### config.mk
export PLATFORM = sky130hd
export DESIGN_NAME = hex_encoder_zero_run
export DESIGN_NICKNAME = d
export VERILOG_FILES = /design/src/sv/hexzr_pkg.sv /design/src/sv/hexzr_bin2bcd.sv /design/src/sv/hex_encoder_zero_run.sv
export SDC_FILE = /design/constraint.sdc
export NUM_CORES = 1
export LEC_CHECK = 0
export ABC_AREA = 1
export BUFFER_PORTS_ARGS = -buffer_cell sky130_fd_sc_hd__buf_2
export CAP_MARGIN = 20
export CELL_PAD_IN_SITES_DETAIL_PLACEMENT = 0
export CELL_PAD_IN_SITES_GLOBAL_PLACEMENT = 1
export CORE_MARGIN = 4
export CORE_UTILIZATION = 29
export CTS_CLUSTER_DIAMETER = 120
export CTS_CLUSTER_SIZE = 8
export DETAILED_ROUTE_END_ITERATION = 10
export PLACE_DENSITY_LB_ADDON = 0.1
export SETUP_SLACK_MARGIN = 0.3
export SYNTH_ARGS = -nofsm -noshare
export SYNTH_HDL_FRONTEND = slang
export SYNTH_SLANG_ARGS = --single-unit
export TNS_END_PERCENT = 5
### constraint.sdc
create_clock -name clk -period 6.5 [get_ports clk]
set_clock_uncertainty 0.1 [all_clocks]
set_input_delay 0.325 -clock clk [delete_from_list [all_inputs] [get_ports clk]]
set_output_delay 0.325 -clock clk [all_outputs]
set_load 0.03 [all_outputs]
### src/sv/hexzr_pkg.sv
// Shared constants, types and helper functions of the zero-run hex encoder.
package hexzr_pkg;

  // Number of decimal digits needed to print a value.
  function automatic int dec_digits(longint unsigned v);
    int n;
    longint unsigned x;
    n = 0;
    x = v;
    while (x > 0) begin
      x = x / 10;
      n = n + 1;
    end
    if (n == 0) begin
      n = 1;
    end
    return n;
  endfunction

  localparam int BYTE_W = 8;
  localparam int CAP_W  = 16;
  localparam int RUN_W  = 16;
  localparam int LEN_W  = 16;

  localparam logic [RUN_W-1:0] RUN_MAX = {RUN_W{1'b1}};
  localparam logic [LEN_W-1:0] LEN_MAX = {LEN_W{1'b1}};

  localparam int RUN_DIGITS = dec_digits(longint'((64'd1 << RUN_W) - 64'd1));
  localparam int BCD_W      = 4 * RUN_DIGITS;
  // Longest unit is a bracket group: two brackets and the digits.
  localparam int UNIT_W     = $clog2(RUN_DIGITS + 3);
  localparam int ND_W       = $clog2(RUN_DIGITS + 1);
  localparam int CNT_W      = $clog2(RUN_W + 1);

  localparam logic [BYTE_W-1:0] CH_NUL    = 8'h00;
  localparam logic [BYTE_W-1:0] CH_ZERO   = 8'h30;
  localparam logic [BYTE_W-1:0] CH_A      = 8'h41;
  localparam logic [BYTE_W-1:0] CH_LBRACK = 8'h5B;
  localparam logic [BYTE_W-1:0] CH_RBRACK = 8'h5D;

  typedef struct packed {
    logic              done;
    logic [BCD_W-1:0]  bcd;
  } bcd_stat_t;

  function automatic logic [BYTE_W-1:0] nibble_char(logic [3:0] v);
    logic [BYTE_W-1:0] r;
    if (v < 4'd10) begin
      r = CH_ZERO + {4'd0, v};
    end else begin
      r = CH_A + {4'd0, v} - 8'd10;
    end
    return r;
  endfunction

endpackage

### src/sv/hexzr_bin2bcd.sv
// Iterative binary to BCD converter, one shift-and-adjust step per cycle.
module hexzr_bin2bcd import hexzr_pkg::*; (
  input  logic             clk,
  input  logic             rst,
  input  logic             start,
  input  logic [RUN_W-1:0] value,
  output bcd_stat_t        stat
);

  logic [RUN_W-1:0] bin;
  logic [BCD_W-1:0] bcd;
  logic [BCD_W-1:0] bcd_adj;
  logic [CNT_W-1:0] cnt;
  logic             busy;
  logic             done;

  // Each digit of five or more gets three added before the shift.
  always_comb begin
    for (int i = 0; i < RUN_DIGITS; i++) begin
      if (bcd[4*i +: 4] >= 4'd5) begin
        bcd_adj[4*i +: 4] = bcd[4*i +: 4] + 4'd3;
      end else begin
        bcd_adj[4*i +: 4] = bcd[4*i +: 4];
      end
    end
  end

  always_ff @(posedge clk) begin
    if (rst) begin
      busy <= 1'b0;
      done <= 1'b0;
      cnt  <= '0;
    end else begin
      done <= 1'b0;
      if (start) begin
        busy <= 1'b1;
        bin  <= value;
        bcd  <= '0;
        cnt  <= CNT_W'(RUN_W);
      end else if (busy) begin
        bcd <= {bcd_adj[BCD_W-2:0], bin[RUN_W-1]};
        bin <= {bin[RUN_W-2:0], 1'b0};
        cnt <= cnt - 1'b1;
        if (cnt == CNT_W'(1)) begin
          busy <= 1'b0;
          done <= 1'b1;
        end
      end
    end
  end

  assign stat.done = done;
  assign stat.bcd  = bcd;

endmodule

### src/sv/hex_encoder_zero_run.sv
// Top level of the zero-run hex encoder: sequencer, counters and output register.
//
//  channel  direction  handshake            payload
//  in       receive    in_valid / in_stall   data_byte, last_byte
//  out      send       out_valid / out_stall out_char, out_last, fail, encoded_length
//  cfg      receive    cfg_we                cfg_wdata (output_capacity)
//
// A byte that only extends a zero run is just accepted; a hex pair byte is accepted, then passes a flush,
// pair set-up, capacity check and the beats of its two characters, and a lone zero ahead adds a check and beats.
// A bracket group adds a flush, the RUN_W (16) steps of the shared BCD converter and its done beat,
// then digit normalising, the check and the characters. The byte marked last adds the NUL beat.
// The block takes no new byte until the sequencer is idle; the last result of a byte may still wait
// in the output register meanwhile. rst is synchronous, clears the run, the length count and the fail flag,
// and sets the capacity to 65535. A stalled output beat holds the sequencer in place.
module hex_encoder_zero_run import hexzr_pkg::*; (
  input  logic              clk,
  input  logic              rst,
  input  logic              cfg_we,
  input  logic [CAP_W-1:0]  cfg_wdata,
  input  logic              in_valid,
  output logic              in_stall,
  input  logic [BYTE_W-1:0] data_byte,
  input  logic              last_byte,
  output logic              out_valid,
  input  logic              out_stall,
  output logic [BYTE_W-1:0] out_char,
  output logic              out_last,
  output logic              fail,
  output logic [LEN_W-1:0]  encoded_length
);

  localparam logic [3:0] S_IDLE  = 4'd0;
  localparam logic [3:0] S_FLUSH = 4'd1;
  localparam logic [3:0] S_CONV  = 4'd2;
  localparam logic [3:0] S_NORM  = 4'd3;
  localparam logic [3:0] S_CHECK = 4'd4;
  localparam logic [3:0] S_EMIT  = 4'd5;
  localparam logic [3:0] S_PAIR  = 4'd6;
  localparam logic [3:0] S_END   = 4'd7;
  localparam logic [3:0] S_FAIL  = 4'd8;

  logic [3:0]        state;
  logic [CAP_W-1:0]  capacity;
  logic [RUN_W-1:0]  run;
  logic [LEN_W-1:0]  chars;
  logic              failed;
  logic [BYTE_W-1:0] byte_q;
  logic              last_q;
  logic              do_pair;
  logic              grp;
  logic [BYTE_W-1:0] pair_val;
  logic [UNIT_W-1:0] unit_len;
  logic [UNIT_W-1:0] idx;
  logic [ND_W-1:0]   nd;
  logic [BCD_W-1:0]  digits;

  logic              conv_start;
  bcd_stat_t         conv_stat;

  logic              out_free;
  logic              out_load;
  logic              end_fail;
  logic              in_acc;
  logic [LEN_W:0]    total;
  logic              unit_fits;
  logic [BYTE_W-1:0] emit_char;
  logic              unit_done;
  logic [3:0]        after_unit;

  hexzr_bin2bcd u_bcd (
    .clk   (clk),
    .rst   (rst),
    .start (conv_start),
    .value (run),
    .stat  (conv_stat)
  );

  assign in_stall = (state != S_IDLE);
  assign in_acc   = in_valid && !in_stall;
  assign out_free = !out_valid || !out_stall;

  // The NUL needs one place of its own beyond the text.
  assign end_fail = ({1'b0, chars} + (LEN_W+1)'(1)) > (LEN_W+1)'(capacity);
  assign out_load = out_free && ((state == S_EMIT) || (state == S_FAIL) ||
                                 ((state == S_END) && !end_fail));

  assign conv_start = (state == S_FLUSH) && (run > RUN_W'(1));

  assign total     = {1'b0, chars} + (LEN_W+1)'(unit_len);
  assign unit_fits = (total < (LEN_W+1)'(capacity)) && (total <= {1'b0, LEN_MAX});
  assign unit_done = (idx == unit_len - UNIT_W'(1));

  // Where the sequence goes once the current unit is settled.
  always_comb begin
    if (do_pair) begin
      after_unit = S_PAIR;
    end else if (last_q) begin
      after_unit = S_END;
    end else begin
      after_unit = S_IDLE;
    end
  end

  always_comb begin
    if (grp) begin
      if (idx == '0) begin
        emit_char = CH_LBRACK;
      end else if (unit_done) begin
        emit_char = CH_RBRACK;
      end else begin
        emit_char = CH_ZERO + {4'd0, digits[BCD_W-1 -: 4]};
      end
    end else if (idx == '0) begin
      emit_char = nibble_char(pair_val[7:4]);
    end else begin
      emit_char = nibble_char(pair_val[3:0]);
    end
  end

  always_ff @(posedge clk) begin
    if (rst) begin
      state     <= S_IDLE;
      capacity  <= {CAP_W{1'b1}};
      run       <= '0;
      chars     <= '0;
      failed    <= 1'b0;
      do_pair   <= 1'b0;
      last_q    <= 1'b0;
      out_valid <= 1'b0;
    end else begin
      if (cfg_we) begin
        capacity <= cfg_wdata;
      end
      if (out_load) begin
        out_valid <= 1'b1;
      end else if (out_valid && !out_stall) begin
        out_valid <= 1'b0;
      end

      case (state)
        S_IDLE: begin
          if (in_acc) begin
            byte_q  <= data_byte;
            last_q  <= last_byte;
            do_pair <= 1'b0;
            if (failed) begin
              if (last_byte) begin
                run    <= '0;
                chars  <= '0;
                failed <= 1'b0;
              end
            end else if (data_byte == '0) begin
              run <= run + 1'b1;
              if (run == RUN_MAX - RUN_W'(1) || last_byte) begin
                state <= S_FLUSH;
              end
            end else begin
              do_pair <= 1'b1;
              state   <= S_FLUSH;
            end
          end
        end

        S_FLUSH: begin
          run <= '0;
          if (run == '0) begin
            state <= after_unit;
          end else if (run == RUN_W'(1)) begin
            // A lone zero is written as an ordinary pair.
            grp      <= 1'b0;
            pair_val <= '0;
            unit_len <= UNIT_W'(2);
            state    <= S_CHECK;
          end else begin
            state <= S_CONV;
          end
        end

        S_CONV: begin
          if (conv_stat.done) begin
            digits <= conv_stat.bcd;
            nd     <= ND_W'(RUN_DIGITS);
            state  <= S_NORM;
          end
        end

        S_NORM: begin
          // Leading zero digits are shifted out so the first digit sits at the top.
          if (digits[BCD_W-1 -: 4] == 4'd0) begin
            digits <= {digits[BCD_W-5:0], 4'd0};
            nd     <= nd - 1'b1;
          end else begin
            grp      <= 1'b1;
            unit_len <= UNIT_W'(nd) + UNIT_W'(2);
            state    <= S_CHECK;
          end
        end

        S_PAIR: begin
          do_pair  <= 1'b0;
          grp      <= 1'b0;
          pair_val <= byte_q;
          unit_len <= UNIT_W'(2);
          state    <= S_CHECK;
        end

        S_CHECK: begin
          idx <= '0;
          if (unit_fits) begin
            chars <= total[LEN_W-1:0];
            state <= S_EMIT;
          end else begin
            state <= S_FAIL;
          end
        end

        S_EMIT: begin
          if (out_free) begin
            out_char       <= emit_char;
            out_last       <= 1'b0;
            fail           <= 1'b0;
            encoded_length <= '0;
            idx            <= idx + 1'b1;
            if (grp && idx != '0 && !unit_done) begin
              digits <= {digits[BCD_W-5:0], 4'd0};
            end
            if (unit_done) begin
              state <= after_unit;
            end
          end
        end

        S_END: begin
          if (end_fail) begin
            state <= S_FAIL;
          end else if (out_free) begin
            out_char       <= CH_NUL;
            out_last       <= 1'b1;
            fail           <= 1'b0;
            encoded_length <= chars;
            run            <= '0;
            chars          <= '0;
            failed         <= 1'b0;
            state          <= S_IDLE;
          end
        end

        S_FAIL: begin
          if (out_free) begin
            out_char       <= CH_NUL;
            out_last       <= 1'b1;
            fail           <= 1'b1;
            encoded_length <= chars;
            run            <= '0;
            do_pair        <= 1'b0;
            if (last_q) begin
              chars  <= '0;
              failed <= 1'b0;
            end else begin
              failed <= 1'b1;
            end
            state <= S_IDLE;
          end
        end

        default: begin
          state <= S_IDLE;
        end
      endcase
    end
  end

endmodule

-- After elaboration in Yosys (flattened, before gate mapping)
Cells that the tools add are included.
- flip-flop bits (word level): 171
- logic and storage cells: 243
- output and inout bits: 28
- input bits: 30
- $lt $le $gt $ge: 11
- $add $sub $neg: 20
- bitwise operators: 2
- equality and inequality tests: 32
- mux-type cells: 100
- reduce and logical (&&, ||, !) cells: 53
- operators by type and width (operator ; count):
    $mux 16 ; 17
    $pmux 16 s4 ; 2
    $mux 20 ; 5
    $mux 8 ; 9
    $mux 4 ; 16
    $pmux 20 s3 ; 1
    $pmux 16 s3 ; 1
    $pmux 4 s9 ; 1
    $mux 3 ; 10
    $ne 2x2->1 const B ; 14
    $mux 1 ; 24
    $pmux 8 s3 ; 1
    $add 6x4->7 const A ; 3
    $ge 4x3->1 const B ; 5
    $reduce_bool 3->1 ; 6
    $add 16x1->17 const B ; 1
    $add 16x3->17 ; 1
    $gt 17x16->1 ; 1
    $le 17x16->1 const B ; 1
    $lt 17x16->1 ; 1
    $add 16x1->16 const B ; 1
    $add 4x2->4 const B ; 4
    $add 7x4->8 const A ; 2
    $eq 16x1->1 const B ; 1
    other kinds (41) ; 90

-- Longest topological paths before layout
- word-level depth: 7
- mapped depth: 24
- mapped depth without buffers: 23

-- Cells and area by module
A second synthesis with hierarchy kept.
- cells, all modules: 1253
- area, all modules: 10092.2 um2
- by module, submodules not included (module ; area an instance (um2) ; times used ; cells each):
    hex_encoder_zero_run ; 7785.0 ; 1 ; 989
    hexzr_bin2bcd ; 2307.2 ; 1 ; 264

-- Least setup slack after synthesis
OpenSTA, ideal clock, no wires.
- kind: register -> register
- start point: reg unit_len[1]
- end point: reg digits[0] (enable)
- setup slack: 1.468 ns
- clock period less this slack: 5.032 ns
- data arrival time: 4.425 ns
- cell stages (with the launch flop): 10
- cells stage by stage: edfxtp_1 inv_1 ha_1 xnor2_1 a21oi_1 nand2_1 inv_1 nor2_1 inv_1 a2111oi_0
- longest elaborated chain between the ends: 6
- ends and longest elaborated chain (item ; line ; RTL):
    from (decl) ; hex_encoder_zero_run.sv:52 ; logic [UNIT_W-1:0] unit_len;
    from (signal assigned) ; hex_encoder_zero_run.sv:194 ; unit_len <= UNIT_W'(nd) + UNIT_W'(2);
    $sub 3x1->3 ; hex_encoder_zero_run.sv:91 ; assign unit_done = (idx == unit_len - UNIT_W'(1));
    $eq 3x3->1 ; hex_encoder_zero_run.sv:91 ;
    $logic_not 1->1 ; hex_encoder_zero_run.sv:224 ; if (grp && idx != '0 && !unit_done) begin
    $logic_and 1x1->1 ; hex_encoder_zero_run.sv:224 ;
    $ne 2x1->1 (no line) ; - ;
    $reduce_and 6->1 (no line) ; - ;
    to (signal assigned) ; hex_encoder_zero_run.sv:181 ; digits <= conv_stat.bcd;
    to (signal assigned) ; hex_encoder_zero_run.sv:190 ; digits <= {digits[BCD_W-5:0], 4'd0};
    to (signal assigned) ; hex_encoder_zero_run.sv:225 ; digits <= {digits[BCD_W-5:0], 4'd0};
    to (decl) ; hex_encoder_zero_run.sv:55 ; logic [BCD_W-1:0] digits;
No other way between the ends.
A chain may end at the register's enable or synchronous reset.

-- Worst setup path after layout
- start point: reg chars[0]
- end point: reg out_char[5] (enable)
- longest elaborated chain between the ends: 4
- ends and longest elaborated chain (item ; line ; RTL):
    from (decl) ; hex_encoder_zero_run.sv:45 ; logic [LEN_W-1:0] chars;
    from (signal assigned) ; hex_encoder_zero_run.sv:210 ; chars <= total[LEN_W-1:0];
    $add 16x1->17 ; hex_encoder_zero_run.sv:83 ; assign end_fail = ({1'b0, chars} + (LEN_W+1)'(1)) > (LEN_W+1)'(capacity);
    $gt 17x16->1 ; hex_encoder_zero_run.sv:83 ;
    $ne 2x2->1 (no line) ; - ;
    $reduce_and 4->1 (no line) ; - ;
    to (signal assigned) ; hex_encoder_zero_run.sv:219 ; out_char <= emit_char;
    to (decl) ; hex_encoder_zero_run.sv:26 ; output logic [BYTE_W-1:0] out_char,
No other way between the ends.

==> metrics.md <==
| Metric | Value |
|---|---|
| Worst-path fanout max | `7` |
| Max Slew Vio Count | `0` |
| Synth area leaders | `edfxtp_1 33%, dfxtp_1 13%, nand2_1 9.4%` |
| Flop2flop setup slack | `2330 ps` |
| Ports | `58` |
| Clock buffer depth | `2` |
| Slowest cell on crit path | `nor2_1` |
| Root Buffer Master | `clkbuf_16` |
| Syn nets | `1317` |
| Reg2Reg Launch Point | `chars[0]$_SDFFE_PP0P_` |
| CP dominant cell by count | `nand3_1` |
| Worst Max-Slew Pin Slew | `980 ps` |
| Reg-to-Reg End | `out_char[5]$_SDFFCE_PN0P_` |
| GRT Total Usage | `13.8%` |
| Setup TNS | `0 ps` |
| Peak Freq | `240 MHz` |
| Area Growth Syn to Fin | `15.1%` |
| Largest area contributor in the netlist | `edfxtp_1` |
| Grt ovf | `0` |
| Worst Reg-to-Reg Cells | `12` |
| Sequential fraction of the synthesis area | `45.5%` |
| Routability cong. | `0.788` |
| CP Class | `register to register` |
| Most frequent cells in the layout | `247 x nand2_1, 201 x inv_1, 133 x nor2_1, 107 x edfxtp_1, 93 x o21ai_0` |
| Syn. warnings | `0` |
| HP Start | `cfg_wdata[10]` |
| Critical Path Max Stage Delay | `640 ps` |
| Wire per inst | `14.2 um` |
| Layout Cells excl Fill | `1757` |
| Row cnt | `67` |
| Global-route wire length before repair | `40000 um` |
| Die Y | `192 um` |
| ANT cells | `0` |
| Maximum vdd drop | `0.210 mV` |
| Mapped Area | `9840 um^2` |
| H-Tree Depth | `4` |
| Worst Path Arrival | `4130 ps` |
| Slew margin rel. | `34.5%` |
| MaxCap Viol Count | `0` |
| Clk pin slew, worst setup/hold paths | `70 ps` |
| Worst hold margin | `21.9 ps` |
| EDFF count, synth | `107` |
| Clock latency on the worst-skew pair | `440 ps` |
| Syn_area_per_cell | `8.00 um^2` |
| Synth top area share | `32.7%` |
| Prevailing post-synth register cell | `edfxtp_1` |
| Port buffer count | `56` |
| Final setup viols | `0` |
| Nets@finish | `1384` |
| Seq cells post-synth | `170` |
| HP Class | `primary input to register` |
| Placed Cells incl. Taps | `1703` |
| Final min period | `4170 ps` |
| Hpwl dp | `18500 um` |
| CP Capture Type | `register` |
| Ratio of final minimum period to clock period | `64.2%` |
| Post_cts resized | `0` |
| Post-Syn Instances | `1229` |
| Die X | `192 um` |
| Initial antenna violation count | `0` |
| Layout cells sized above 1 | `10.3%` |
| Total iterations of the first detailed-routing run | `5` |
| Total CTS buffers | `17` |
| Hold Crit Depth | `3` |
| Overall Power | `3.81 mW` |
| Core area | `33500 um^2` |
| FF/Latch Area | `4470 um^2` |
| Post-layout util | `33.8%` |
| Final hold violations | `0` |
| Commonest non-fill, non-tap cell in the layout | `nand2_1` |
| Req. time, crit path | `6460 ps` |
| Status | `finished clean` |
| FILL cells | `3623` |
| Post-synth ARST share | `0%` |
| CTS tree | `yes` |
| Die area | `36900 um^2` |
| Routed wire length | `24900 um` |
| # DRC | `0` |
| Post-synth cell types | `47` |
| Crit start category | `register` |
| Multi-input logic area | `4400 um^2` |
| RSZ-0062 raised after global routing | `no` |
| Initial Util | `29.3%` |
| Detail Route Antenna Nets | `0` |
| Iter 0 DRT Violations | `299` |
| DR vias | `7615` |
| Vias in the first global route | `7518` |
| Static leakage | `5.15 nW` |
| Crit path cell chain | `nand3_1 -> nor3_1 -> nand3_1 -> xor2_1 -> ha_1 -> nand4_1 -> nor4_1 -> nand2_1 -> nand3_4 -> o21ai_1 -> or2_1 -> nor2_1` |
| Hold EP | `capacity[10]$_SDFFE_PP1P_` |
| Clk sinks | `170` |
| PD cells | `337 nW/um^2` |
| Pin count of the biggest net entering global routing | `46` |
| Via/cell ratio | `4.33` |
## area by class of cell
cell class / instances / area share [%]
multi-input combinational: 810 / 38.8
timing repair buffer: 86 / 4.95
tap: 448 / 4.95
clock buffer: 18 / 3.79
inverter: 211 / 6.99
clock inverter: 14 / 1.02
sequential: 170 / 39.5
## per-layer routing
metal	track usage [%]	vias up	part of all wire, %
li1	-	4096	-
met1	18.5	3448	50
met2	23.2	63	47
met3	2.62	8	2.3
met4	3.10	0	0.82
met5	0	-	0
## per-stage QoR
stage / instance area, um^2 / setup WS, ps
floorplan: 9840 / 1470
global placement: 10600 / 2140
detailed placement: 10600 / 2180
CTS: 11300 / 2160
global route: 11300 / 1900
finish: 11300 / 2330
## synth_stat cells (all sizes together), types with 4 or more instances
| master | instances |
|---|---|
| buf | 16 |
| nor2 | 142 |
| nand2 | 252 |
| nand4 | 14 |
| a211oi | 4 |
| edfxtp | 107 |
| a21oi | 88 |
| xnor2 | 11 |
| dfxtp | 63 |
| a31oi | 4 |
| inv | 209 |
| clkbuf | 22 |
| nor3 | 16 |
| ha | 57 |
| nand3 | 60 |
| xor2 | 36 |
| o21ai | 98 |
| or2 | 9 |
## worst max-delay path, delay by kind of cell (launching register included)
| family | cells | cell delay (ps) |
|---|---|---|
| compound gates | 1 | 140 |
| simple gates | 9 | 2530 |
| flops | 1 | 460 |
| fa+ha+maj | 1 | 340 |
| xor+xnor | 1 | 210 |
## worst max path at each step
stage | from | end | slack [ps] | cells past startpoint
detailed placement | chars[0]$_SDFFE_PP0P_ | out_char[5]$_SDFFCE_PN0P_ | 2180 | 15
CTS | chars[0]$_SDFFE_PP0P_ | out_char[5]$_SDFFCE_PN0P_ | 2160 | 15
global route | chars[8]$_SDFFE_PP0P_ | out_char[5]$_SDFFCE_PN0P_ | 1900 | 14
finish | chars[0]$_SDFFE_PP0P_ | out_char[5]$_SDFFCE_PN0P_ | 2330 | 12
global placement | chars[8]$_SDFFE_PP0P_ | out_char[0]$_SDFFCE_PN0P_ | 2140 | 14
floorplan | unit_len[1]$_SDFFCE_PN1P_ | digits[0]$_SDFFCE_PN0P_ | 1470 | 9
## cells by family (layout without fill, tap and decap cells)
family | count (synthesis) | in the layout | share of synthesized area, %
other | 1 | 1 | 0.0381
xor gates and xnor gates | 47 | 47 | 4.18
and+or+nand+nor | 499 | 499 | 21.8
AOI/OAI and AO/OA | 205 | 205 | 11.0
buffers and inverters | 249 | 329 | 10.0
DFF | 170 | 170 | 45.5
adders and majority gates | 58 | 58 | 7.45
## flip-flops by register name (all words and copies together) (netlist names), 3 cells and up
signal / count
byte_q: 8
state: 4
u_bcd.bcd: 20
nd: 3
run: 16
pair_val: 8
u_bcd.cnt: 5
unit_len: 3
out_char: 7
digits: 20
chars: 16
capacity: 16
idx: 3
encoded_length: 16
u_bcd.bin: 16
## where the power goes
| part | internal [mW] | leakage, nW | switching, mW |
|---|---|---|---|
| Combinational | 0.420 | 3.38 | 0.863 |
| Clock | 0.498 | 0.252 | 0.482 |
| Sequential | 1.44 | 1.51 | 0.116 |
| Total | 2.35 | 5.15 | 1.46 |
## repair_timing
item                                    in CTS  in global routing
hold buffers                                22                  0
endpoints found under the setup margin       0                  0
setup buffers                                0                  0
endpoints found under the hold margin       22                  0
No activity file was read; power rests on OpenSTA's default activity.
